$ cat src/rtl/core/lsam_pkg.sv
package lsam_pkg;

   // Default coordinate width; the top level takes it as a parameter
   localparam int LSAM_COORD_BITS = 16;

   // Fixed field widths of the stream and register ports
   localparam int FIELD_BITS  = 16;
   localparam int SPEED_BITS  = 8;
   localparam int REQ_TDATA_W = 32;
   localparam int RSP_TDATA_W = 40;
   localparam int CSR_INDEX_W = 2;
   localparam int CSR_DATA_W  = 16;

   // Request kinds carried in req_tuser
   localparam logic [1:0] REQ_TICK     = 2'd0;
   localparam logic [1:0] REQ_DISPATCH = 2'd1;
   localparam logic [1:0] REQ_RETURN   = 2'd2;

   // Register indexes on the csr channel
   localparam logic [CSR_INDEX_W-1:0] CSR_SPEED  = 2'd0;
   localparam logic [CSR_INDEX_W-1:0] CSR_BASE_X = 2'd1;
   localparam logic [CSR_INDEX_W-1:0] CSR_BASE_Y = 2'd2;

   typedef enum logic [1:0] {
      ST_IDLE      = 2'd0,
      ST_ENROUTE   = 2'd1,
      ST_ONSCENE   = 2'd2,
      ST_RETURNING = 2'd3
   } agent_status_type;

   typedef enum logic [1:0] {
      SEQ_IDLE,
      SEQ_EXEC,
      SEQ_WALK,
      SEQ_FINISH
   } seq_state_type;

   // Flags from the line setup unit
   typedef struct packed {
      logic same_pos;
      logic dir_x_neg;
      logic dir_y_neg;
   } setup_flags_type;

   // Flags from the step unit
   typedef struct packed {
      logic at_goal;
      logic take_x;
      logic take_y;
   } step_flags_type;

endpackage

$ cat src/rtl/core/lsam_line_setup.sv
module lsam_line_setup
   import lsam_pkg::*;
#(
   parameter int COORD_BITS = LSAM_COORD_BITS
) (
   input  logic signed [COORD_BITS-1:0] cur_x,
   input  logic signed [COORD_BITS-1:0] cur_y,
   input  logic signed [COORD_BITS-1:0] target_x,
   input  logic signed [COORD_BITS-1:0] target_y,
   output logic        [COORD_BITS:0]   span_x,
   output logic        [COORD_BITS:0]   span_y,
   output logic signed [COORD_BITS+2:0] line_error,
   output setup_flags_type              flags
);

   localparam int SW = COORD_BITS + 1;
   localparam int EW = COORD_BITS + 3;

   logic signed [SW-1:0] diff_x;
   logic signed [SW-1:0] diff_y;

   // Signed differences one bit wider, then magnitude
   assign diff_x = SW'(target_x) - SW'(cur_x);
   assign diff_y = SW'(target_y) - SW'(cur_y);
   assign span_x = diff_x[SW-1] ? SW'(-diff_x) : SW'(diff_x);
   assign span_y = diff_y[SW-1] ? SW'(-diff_y) : SW'(diff_y);

   assign line_error = $signed(EW'(span_x)) - $signed(EW'(span_y));

   assign flags.same_pos  = (cur_x == target_x) && (cur_y == target_y);
   assign flags.dir_x_neg = !(cur_x < target_x);
   assign flags.dir_y_neg = !(cur_y < target_y);

endmodule

$ cat src/rtl/core/lsam_step_unit.sv
module lsam_step_unit
   import lsam_pkg::*;
#(
   parameter int COORD_BITS = LSAM_COORD_BITS
) (
   input  logic signed [COORD_BITS-1:0] cur_x,
   input  logic signed [COORD_BITS-1:0] cur_y,
   input  logic signed [COORD_BITS-1:0] goal_x,
   input  logic signed [COORD_BITS-1:0] goal_y,
   input  logic        [COORD_BITS:0]   span_x,
   input  logic        [COORD_BITS:0]   span_y,
   input  logic                         dir_x_neg,
   input  logic                         dir_y_neg,
   input  logic signed [COORD_BITS+2:0] line_error,
   output logic signed [COORD_BITS-1:0] next_x,
   output logic signed [COORD_BITS-1:0] next_y,
   output logic signed [COORD_BITS+2:0] next_error,
   output step_flags_type               flags
);

   localparam int EW = COORD_BITS + 3;

   logic signed [EW:0] e2;
   logic signed [EW:0] sx_e;
   logic signed [EW:0] sy_e;
   logic               take_x;
   logic               take_y;

   // Doubled error against the spans, one bit wider so nothing wraps
   assign e2     = {line_error, 1'b0};
   assign sx_e   = $signed((EW + 1)'(span_x));
   assign sy_e   = $signed((EW + 1)'(span_y));
   assign take_x = (e2 >= -sy_e);
   assign take_y = !take_x && (e2 <= sx_e);

   // One axis moves per cell
   always_comb begin
      next_x     = cur_x;
      next_y     = cur_y;
      next_error = line_error;
      if (take_x) begin
         next_error = line_error - $signed(EW'(span_y));
         next_x     = dir_x_neg ? cur_x - COORD_BITS'(1) : cur_x + COORD_BITS'(1);
      end else if (take_y) begin
         next_error = line_error + $signed(EW'(span_x));
         next_y     = dir_y_neg ? cur_y - COORD_BITS'(1) : cur_y + COORD_BITS'(1);
      end
   end

   assign flags.at_goal = (cur_x == goal_x) && (cur_y == goal_y);
   assign flags.take_x  = take_x;
   assign flags.take_y  = take_y;

endmodule

$ cat src/rtl/core/line_stepping_agent_motion_top.sv
// Moves one agent over a grid along a 4-connected Bresenham line. Each
// request (tick, dispatch or return, in req_tuser) yields exactly one
// response with position, status and flags. The block handles one request
// at a time: req_tready is high only while the sequencer is idle. For a
// dispatch, a return or an ignored request the sequencer passes from its
// exec state to its finish state, which registers the response, and then
// returns to idle to take the next request. For a tick on a moving agent
// the sequencer walks up to speed cells between its exec and finish states:
// the single step unit walks one cell per cycle, and the walk ends on
// arrival or when speed cells are walked. A response held back by
// rsp_tready holds the sequencer in its finish state. A new request is
// accepted while the last response still waits on rsp_tready. Registers are
// written over the csr channel, which is always ready, and should only be
// written while idle.
module line_stepping_agent_motion_top
   import lsam_pkg::*;
#(
   parameter int COORD_BITS = LSAM_COORD_BITS
) (
   input  logic                    clock,
   input  logic                    reset,
   input  logic                    req_tvalid,
   output logic                    req_tready,
   // [15:0] dest_x, [31:16] dest_y
   input  logic [REQ_TDATA_W-1:0]  req_tdata,
   // [1:0] req_type
   input  logic [1:0]              req_tuser,
   output logic                    rsp_tvalid,
   input  logic                    rsp_tready,
   // [15:0] pos_x, [31:16] pos_y, [33:32] agent_status, [34] moving,
   // [35] updated, [39:36] zero
   output logic [RSP_TDATA_W-1:0]  rsp_tdata,
   input  logic                    csr_valid,
   output logic                    csr_ready,
   input  logic [CSR_INDEX_W-1:0]  csr_index,
   input  logic [CSR_DATA_W-1:0]   csr_data
);

   localparam int CW = COORD_BITS;
   localparam int SW = COORD_BITS + 1;
   localparam int EW = COORD_BITS + 3;

   seq_state_type          state_ff, state_in;
   logic [1:0]             kind_ff, kind_in;
   logic signed [CW-1:0]   dest_x_ff, dest_x_in;
   logic signed [CW-1:0]   dest_y_ff, dest_y_in;
   logic signed [CW-1:0]   cur_x_ff, cur_x_in;
   logic signed [CW-1:0]   cur_y_ff, cur_y_in;
   logic signed [CW-1:0]   goal_x_ff, goal_x_in;
   logic signed [CW-1:0]   goal_y_ff, goal_y_in;
   logic [SW-1:0]          span_x_ff, span_x_in;
   logic [SW-1:0]          span_y_ff, span_y_in;
   logic                   dir_x_neg_ff, dir_x_neg_in;
   logic                   dir_y_neg_ff, dir_y_neg_in;
   logic signed [EW-1:0]   error_ff, error_in;
   agent_status_type       status_ff, status_in;
   logic                   travel_ff, travel_in;
   logic                   upd_ff, upd_in;
   logic [SPEED_BITS-1:0]  count_ff, count_in;
   logic                   rsp_valid_ff, rsp_valid_in;
   logic [RSP_TDATA_W-1:0] rsp_data_ff, rsp_data_in;
   logic [SPEED_BITS-1:0]  speed_ff;
   logic signed [FIELD_BITS-1:0] base_x_ff;
   logic signed [FIELD_BITS-1:0] base_y_ff;

   logic signed [CW-1:0]   target_x;
   logic signed [CW-1:0]   target_y;
   logic [SW-1:0]          set_span_x;
   logic [SW-1:0]          set_span_y;
   logic signed [EW-1:0]   set_error;
   setup_flags_type        set_flags;
   logic signed [CW-1:0]   step_x;
   logic signed [CW-1:0]   step_y;
   logic signed [EW-1:0]   step_error;
   step_flags_type         step_flags;
   logic                   req_accept;

   assign req_tready = (state_ff == SEQ_IDLE);
   assign req_accept = req_tvalid && req_tready;
   assign csr_ready  = 1'b1;
   assign rsp_tvalid = rsp_valid_ff;
   assign rsp_tdata  = rsp_data_ff;

   // Configuration registers
   always_ff @(posedge clock) begin
      if (reset) begin
         speed_ff  <= SPEED_BITS'(1);
         base_x_ff <= '0;
         base_y_ff <= '0;
      end else if (csr_valid) begin
         unique case (csr_index)
            CSR_SPEED:  speed_ff  <= csr_data[SPEED_BITS-1:0];
            CSR_BASE_X: base_x_ff <= csr_data;
            CSR_BASE_Y: base_y_ff <= csr_data;
            default: ;
         endcase
      end
   end

   // Target of a new line: request destination or home base
   assign target_x = (kind_ff == REQ_DISPATCH) ? dest_x_ff : CW'(base_x_ff);
   assign target_y = (kind_ff == REQ_DISPATCH) ? dest_y_ff : CW'(base_y_ff);

   lsam_line_setup #(
      .COORD_BITS (COORD_BITS)
   ) u_setup (
      .cur_x      (cur_x_ff),
      .cur_y      (cur_y_ff),
      .target_x   (target_x),
      .target_y   (target_y),
      .span_x     (set_span_x),
      .span_y     (set_span_y),
      .line_error (set_error),
      .flags      (set_flags)
   );

   lsam_step_unit #(
      .COORD_BITS (COORD_BITS)
   ) u_step (
      .cur_x      (cur_x_ff),
      .cur_y      (cur_y_ff),
      .goal_x     (goal_x_ff),
      .goal_y     (goal_y_ff),
      .span_x     (span_x_ff),
      .span_y     (span_y_ff),
      .dir_x_neg  (dir_x_neg_ff),
      .dir_y_neg  (dir_y_neg_ff),
      .line_error (error_ff),
      .next_x     (step_x),
      .next_y     (step_y),
      .next_error (step_error),
      .flags      (step_flags)
   );

   // Sequencer state and agent state registers
   always_ff @(posedge clock) begin
      if (reset) begin
         state_ff     <= SEQ_IDLE;
         cur_x_ff     <= '0;
         cur_y_ff     <= '0;
         goal_x_ff    <= '0;
         goal_y_ff    <= '0;
         span_x_ff    <= '0;
         span_y_ff    <= '0;
         dir_x_neg_ff <= 1'b0;
         dir_y_neg_ff <= 1'b0;
         error_ff     <= '0;
         status_ff    <= ST_IDLE;
         travel_ff    <= 1'b0;
         rsp_valid_ff <= 1'b0;
      end else begin
         state_ff     <= state_in;
         cur_x_ff     <= cur_x_in;
         cur_y_ff     <= cur_y_in;
         goal_x_ff    <= goal_x_in;
         goal_y_ff    <= goal_y_in;
         span_x_ff    <= span_x_in;
         span_y_ff    <= span_y_in;
         dir_x_neg_ff <= dir_x_neg_in;
         dir_y_neg_ff <= dir_y_neg_in;
         error_ff     <= error_in;
         status_ff    <= status_in;
         travel_ff    <= travel_in;
         rsp_valid_ff <= rsp_valid_in;
      end
   end

   // Payload registers
   always_ff @(posedge clock) begin
      kind_ff     <= kind_in;
      dest_x_ff   <= dest_x_in;
      dest_y_ff   <= dest_y_in;
      upd_ff      <= upd_in;
      count_ff    <= count_in;
      rsp_data_ff <= rsp_data_in;
   end

   // Next state and datapath control
   always_comb begin
      state_in     = state_ff;
      kind_in      = kind_ff;
      dest_x_in    = dest_x_ff;
      dest_y_in    = dest_y_ff;
      cur_x_in     = cur_x_ff;
      cur_y_in     = cur_y_ff;
      goal_x_in    = goal_x_ff;
      goal_y_in    = goal_y_ff;
      span_x_in    = span_x_ff;
      span_y_in    = span_y_ff;
      dir_x_neg_in = dir_x_neg_ff;
      dir_y_neg_in = dir_y_neg_ff;
      error_in     = error_ff;
      status_in    = status_ff;
      travel_in    = travel_ff;
      upd_in       = upd_ff;
      count_in     = count_ff;
      rsp_data_in  = rsp_data_ff;
      rsp_valid_in = rsp_valid_ff && !rsp_tready;

      unique case (state_ff)
         SEQ_IDLE: begin
            if (req_accept) begin
               kind_in   = req_tuser;
               dest_x_in = CW'($signed(req_tdata[15:0]));
               dest_y_in = CW'($signed(req_tdata[31:16]));
               state_in  = SEQ_EXEC;
            end
         end
         SEQ_EXEC: begin
            upd_in   = 1'b0;
            state_in = SEQ_FINISH;
            unique case (kind_ff)
               REQ_TICK: begin
                  if (status_ff == ST_ENROUTE || status_ff == ST_RETURNING) begin
                     travel_in = 1'b1;
                     upd_in    = 1'b1;
                     count_in  = '0;
                     state_in  = SEQ_WALK;
                  end
               end
               REQ_DISPATCH, REQ_RETURN: begin
                  if (kind_ff == REQ_DISPATCH || status_ff != ST_IDLE) begin
                     if (kind_ff == REQ_RETURN) begin
                        status_in = ST_RETURNING;
                     end else if (status_ff == ST_IDLE) begin
                        status_in = ST_ENROUTE;
                     end
                     // a target on the current cell keeps the old line
                     if (!set_flags.same_pos) begin
                        goal_x_in    = target_x;
                        goal_y_in    = target_y;
                        span_x_in    = set_span_x;
                        span_y_in    = set_span_y;
                        dir_x_neg_in = set_flags.dir_x_neg;
                        dir_y_neg_in = set_flags.dir_y_neg;
                        error_in     = set_error;
                        travel_in    = 1'b1;
                     end
                  end
               end
               default: ;
            endcase
         end
         SEQ_WALK: begin
            if (step_flags.at_goal || count_ff == speed_ff) begin
               if (step_flags.at_goal) begin
                  travel_in = 1'b0;
                  if (status_ff == ST_ENROUTE) begin
                     status_in = ST_ONSCENE;
                  end else if (status_ff == ST_RETURNING) begin
                     status_in = ST_IDLE;
                  end
               end
               state_in = SEQ_FINISH;
            end else begin
               cur_x_in = step_x;
               cur_y_in = step_y;
               error_in = step_error;
               count_in = count_ff + SPEED_BITS'(1);
            end
         end
         SEQ_FINISH: begin
            if (!rsp_valid_ff || rsp_tready) begin
               rsp_data_in  = {4'b0, upd_ff, travel_ff, status_ff,
                               FIELD_BITS'(cur_y_ff), FIELD_BITS'(cur_x_ff)};
               rsp_valid_in = 1'b1;
               state_in     = SEQ_IDLE;
            end
         end
         default: state_in = SEQ_IDLE;
      endcase
   end

endmodule

$ cat config.mk
export PLATFORM = sky130hd
export DESIGN_NAME = line_stepping_agent_motion_top
export DESIGN_NICKNAME = d
export VERILOG_FILES = /design/src/rtl/core/lsam_pkg.sv /design/src/rtl/core/lsam_line_setup.sv /design/src/rtl/core/lsam_step_unit.sv /design/src/rtl/core/line_stepping_agent_motion_top.sv
export SDC_FILE = /design/constraint.sdc
export NUM_CORES = 1
export LEC_CHECK = 0
export CAP_MARGIN = 0
export CORE_UTILIZATION = 42
export DETAILED_ROUTE_END_ITERATION = 16
export DONT_BUFFER_PORTS = 1
export PLACE_DENSITY_LB_ADDON = 0.2
export SLEW_MARGIN = 10
export SYNTH_ARGS = -nofsm -noshare
export SYNTH_HDL_FRONTEND = slang
export SYNTH_SLANG_ARGS = --single-unit
$ cat constraint.sdc
create_clock -name clock -period 8.6 [get_ports clock]
set_clock_uncertainty 0.2 [all_clocks]
set_input_delay 0.43 -clock clock [delete_from_list [all_inputs] [get_ports clock]]
set_output_delay 0.43 -clock clock [all_outputs]
set_load 0.02 [all_outputs]
==> results_dict.tcl, run 1 <==
set metrics [dict create \
    use_met3_pct 3.05 \
    synthDistinctLibCells 75 \
    io-pin-count 100 \
    h-tree-depth 1 \
    antenna_found_initial 1 \
    max_freq_mhz 140 \
    drt_wl_total_mm 47.7 \
    rrSetupSlack_ns 1.46 \
    slew_violations 0 \
    async_reset_ff_share_pct 0 \
    rows 72 \
    maxCapViolCount 0 \
    clock_sinks 244 \
    period_share_pct 83.0 \
    vias 13800 \
    fin_nets 2130 \
    synth_area_um2 16600 \
    synth_edf_count 79 \
    grt_pass1_vias 13100 \
    endpoint_kind "register" \
    synthCells 1900 \
    cts_root_buf "clkbuf_16" \
    status "finished clean" \
    grt_remaining_overflow 0 \
    place.gp.congestion 0.928 \
    cts.path.max_buffers 3 \
    initial_core_util_pct 42.8 \
    yosys.area.top_type "dfxtp_1" \
    dp_hpwl_mm 35.1 \
    setup_viol 0 \
    die_x_um 201 \
    avgSynthCellArea_um2 8.74 \
    hold_buffers 56 \
    timing.final.ws_setup_ns 1.46 \
    arrival_ns 7.43 \
    drive_gt1_share_pct 6.22 \
    ys_warn_count 0 \
    clk_latency_ns 0.59 \
    hold_violations 0 \
    worst-path-max-fanout 34 \
    path_class "reg -> reg" \
    max_slew.worst_pin.slew_ns 1.16 \
    setup-tns-final_ns 0 \
    busiest_layer "met2" \
    fin_crit_ns 7.14 \
    grt_usage_pct 23.2 \
    drtPass1Iterations 5 \
    die_h_um 201 \
    rsz0062_at_grt "no" \
    avgViaCountPerCell 5.60 \
    cp-start-kind "register" \
    tritoncts "yes" \
    required_ns 8.89 \
    ant_nets 0 \
    drtIter0Drc 848 \
    hold_path.class "in -> reg" \
    syn_to_final_growth_pct 11.9 \
    clkTransAtPathRegs_ns 0.06 \
    post_cts_buffers 0 \
    synth_area_leaders "dfxtp_1 (20%), edfxtp_1 (14%), ha_1 (11%), nand2_1 (4.9%), xor2_1 (4.8%)" \
    port_buffers 0 \
    cts-resized-gates 0 \
    met1_usage_pct 32.2 \
    grt_max_degree 153 \
    grt_pass1_wl_mm 73.8 \
    slew-limit-headroom_pct 21.6 \
    synth_ff_type "dfxtp_1" \
    synth_seq_cells 244 \
    dieArea_um2 40300 \
    drc 0 \
    dp_slack_ns 1.49 \
    yosysTopAreaCellShare_pct 19.9 \
    avgRoutedWirePerCell_um 19.3 \
    fp.coreArea_um2 38800 \
    synth-seq-area-share_pct 34.2 \
    cts_made_buffers 30 \
    grt_use_met2_pct 37.6 \
]
[layer usage]
metal / routed length [um] / up-vias
met1: 22300 / 6529
met4: 1350 / 0
met5: 0 / -
met2: 21500 / 368
met3: 2520 / 66
li1: - / 6838
[final timing paths]
kind,cells past startpoint,start,end
hold / removal,4,req_tvalid,state_ff[0]
hold reg to reg,0,upd_ff,rsp_tdata[35]
setup / recovery,25,kind_ff[1],error_ff[11]
setup reg to reg,25,kind_ff[1],error_ff[11]
[cells by family after synthesis]
family          after synthesis  synth area share, %
simple gates                638                 17.8
compound gates              433                 17.4
flops                       244                 34.2
xor+xnor                    173                 9.13
buf+inv                     169                 4.07
fa+ha+maj                   151                 11.7
mux                          90                 5.67
other cells                   2               0.0452
[critical path, cell delays in order (launching register included)]
cell      delay, ns
edfxtp_1       0.42
inv_1          0.10
ha_1           0.14
buf_4          0.41
mux2i_1        0.42
ha_1           0.23
inv_1          0.05
fa_1           0.40
a21o_1         0.19
a21o_1         0.23
a221oi_2       0.30
a211o_1        0.20
nand4b_1       0.41
nand2_1        0.36
mux2i_1        0.55
inv_1          0.10
ha_1           0.30
nor2b_1        0.12
o21ai_0        0.19
a21oi_1        0.12
o41ai_1        0.67
o21ai_0        0.30
a31oi_1        0.25
xnor2_1        0.14
mux2i_1        0.09
a21oi_1        0.16
[synth_stat cells (7+ instances only)]
cell type / number
a2111oi_0: 7
a211oi_1: 33
a21o_1: 40
a21oi_1: 151
a22oi_1: 7
a31oi_1: 17
and2_1: 7
and3_1: 14
buf_2: 15
clkbuf_1: 52
dfxtp_1: 165
edfxtp_1: 79
ha_1: 145
inv_1: 88
mux2_2: 32
mux2i_1: 58
nand2_1: 218
nand2b_1: 22
nand3_1: 48
nand4_1: 17
nor2_1: 170
nor2b_1: 20
nor3_1: 47
nor4_1: 27
o211a_1: 10
o211ai_1: 9
o21a_1: 20
o21ai_0: 61
o31ai_1: 8
or2_2: 7
or3_1: 17
xnor2_1: 82
xor2_1: 91
[placed cells by master (no fill, tap or decap), types with 14 or more instances in the layout]
cell type | Yosys | routed
a211oi_1 | 33 | 33
a21o_1 | 40 | 40
a21oi_1 | 151 | 151
a31oi_1 | 17 | 17
and3_1 | 14 | 14
clkbuf_16 | 0 | 30
dfxtp_1 | 165 | 165
dlygate4sd3_1 | 0 | 55
edfxtp_1 | 79 | 79
ha_1 | 145 | 145
inv_1 | 88 | 88
mux2_2 | 32 | 32
mux2i_1 | 58 | 58
nand2_1 | 218 | 218
nand2b_1 | 22 | 22
nand3_1 | 48 | 48
nand4_1 | 17 | 17
nor2_1 | 170 | 169
nor2b_1 | 20 | 19
nor3_1 | 47 | 46
nor4_1 | 27 | 27
o21a_1 | 20 | 20
o21ai_0 | 61 | 61
or3_1 | 17 | 17
xnor2_1 | 82 | 82
xor2_1 | 91 | 91
[through the flow]
stage	std cells	utilization, %	hold slack (ns)	cell area [um2]
after floorplan	1903	-	0.200	16600
after global placement	2352	43.8	0.209	17000
after detailed placement	2352	43.8	0.213	17000
after CTS	2464	47.8	0.0432	18600
after global routing	2465	47.8	0.0846	18600
final	2465	47.8	0.0690	18600
[state kept, by name, summed over array words and instances (netlist names), 17 cells and up]
signal     count
span_y_ff     17
span_x_ff     17
rsp_tdata     36
error_ff      19
[area by class of cell]
cell class                 count  area, um2
multi-input combinational   1490      10300
timing repair buffer          66        653
antenna                        1       2.50
tap                          518        648
sequential                   244       5680
clock inverter                21        189
inverter                      90        338
fill                        3703      20300
clock buffer                  35        779
Power of run 1 is not shown: default switching activity piles up to over one toggle a cycle in this logic, so the estimate is an artifact.
==> run 2, diff against run 1 <==
clock period = 7.43 ns   (was 8.6 ns; I/O delays follow)
==> results_dict.tcl, run 2 (same netlist as run 1, synthesis figures left out) <==
set metrics [dict create \
    utilization_pct 48.0 \
    grt_max_degree 154 \
    path_class "reg -> reg" \
    cts_made_buffers 29 \
    drc 0 \
    cp-start-kind "register" \
    drive_gt1_share_pct 6.32 \
    tritoncts "yes" \
    status "finished clean" \
    clk_latency_ns 0.58 \
    grt_remaining_overflow 0 \
    drt_wl_total_mm 48.5 \
    cts.path.max_buffers 3 \
    dieArea_um2 40300 \
    placed_cells 2356 \
    initial_core_util_pct 42.8 \
    setup_viol 0 \
    setup-tns-final_ns 0 \
    die_x_um 201 \
    port_buffers 0 \
    endpoint_kind "register" \
    fin_crit_ns 7.06 \
    fin_nets 2132 \
    hold_path.class "in -> reg" \
    slew-limit-headroom_pct 21.5 \
    rsz0062_at_grt "no" \
    crit_buf_inv 1 \
    max_slew.worst_pin.slew_ns 1.17 \
    place.gp.congestion 0.906 \
    hold-worst-slack_ns 0.0768 \
    required_ns 7.73 \
    syn_to_final_growth_pct 12.3 \
    io-pin-count 100 \
    grt_pass1_wl_mm 76.1 \
    arrival_ns 7.36 \
    cpMaxStageDelayCell "nor4_1" \
    drtIter0Drc 901 \
    antenna_found_initial 0 \
    max_freq_mhz 142 \
    vias 13900 \
    crit_family "simple AND/OR/NAND/NOR gates" \
    max_stage_delay_ns 1.01 \
    insertedDiodeCount 0 \
    cts-resized-gates 0 \
    grt_usage_pct 23.8 \
    instances_no_fill 2465 \
    h-tree-depth 1 \
    clkTransAtPathRegs_ns 0.07 \
    clock_sinks 244 \
    dp_hpwl_mm 36.3 \
    grt_pass1_vias 13400 \
    cts_root_buf "clkbuf_16" \
    avgViaCountPerCell 5.63 \
    cp_cell_sequence "or4_1, nor4_1, nand3_1, xnor2_1, ha_1, a21o_1, a21o_1, a21oi_1, o21ai_0, nor4_1, or2_1, buf_4, mux2i_1, ha_1, a21o_1, a21o_1, a21o_1, a21o_1, a41oi_1, o21ai_0, o21ai_0, o211ai_1, a21oi_1" \
    final_common_cell "nand2_1" \
    period_share_pct 95.1 \
    cp_common_cell "a21o_1" \
    ant_nets 0 \
    worst-path-max-fanout 17 \
    hold_violations 0 \
    fp.coreArea_um2 38800 \
    avgRoutedWirePerCell_um 19.7 \
    largest_reg_flops 36 \
    drtPass1Iterations 5 \
    rows 72 \
    layout_common_cells "nand2_1 (218), nor2_1 (169), dfxtp_1 (165), a21oi_1 (151), ha_1 (145)" \
    die_h_um 201 \
    maxCapViolCount 0 \
    slew_violations 0 \
]
-- run 2: changes by cell type in the layout (fill, tap and decap cells not counted), moves of 2 or more --
cell / previous run / this run
buf_4: 10 / 13
bufinv_16: 2 / 5
clkinv_2: 10 / 3
clkinv_4: 2 / 4
clkinvlp_4: 1 / 3
-- run 2: final cells by class --
class / instances / area (um2)
Tap cell: 518 / 648
Clock inverter: 21 / 262
Timing Repair Buffer: 69 / 686
Sequential cell: 244 / 5680
Fill cell: 3718 / 20200
Inverter: 90 / 338
Multi-Input combinational cell: 1490 / 10300
Clock buffer: 33 / 751
-- run 2: metal layers --
metal	global-route usage (%)	share of wire, %	vias to the layer above
li1	-	-	6859
met3	2.47	4.4	70
met2	39.3	46	336
met5	0	0	-
met1	32.8	47	6620
met4	7.20	2.7	0
-- run 2: metrics by stage --
stage          worst slack [ns]  instance area [um2]
5_1_grt                  0.0313                18600
3_5_place_dp              0.485                17100
4_1_cts                   0.419                18600
6_report                  0.367                18600
2_1_floorplan              1.38                16600
3_3_place_gp              0.525                17100
-- run 2: worst paths after layout --
path	slack, ns	endpoint	cells after the start	from
max	0.37	error_ff[15]	23	span_y_ff[6]
min	0.08	error_ff[0]	2	reset
max reg2reg	0.37	error_ff[15]	23	span_y_ff[6]
min reg2reg	0.22	rsp_tdata[35]	0	upd_ff
-- run 2: worst reg2reg max path: cells and delay by family, from the launching register on --
family	cells	cell delay, ns
buf+inv	1	0.36
fa+ha+maj	2	0.61
compound gates	13	2.42
mux	1	0.23
simple gates	5	2.61
xor+xnor	1	0.20
flops	1	0.38
-- run 2: repair_timing --
item | 4_1_cts | 5_1_grt
buffers inserted | 0 | 0
endpoints found under the hold margin | 189 | 0
setup endpoints to repair | 0 | 0
hold buffers | 55 | 0
Power of run 2 is left out for the same reason.
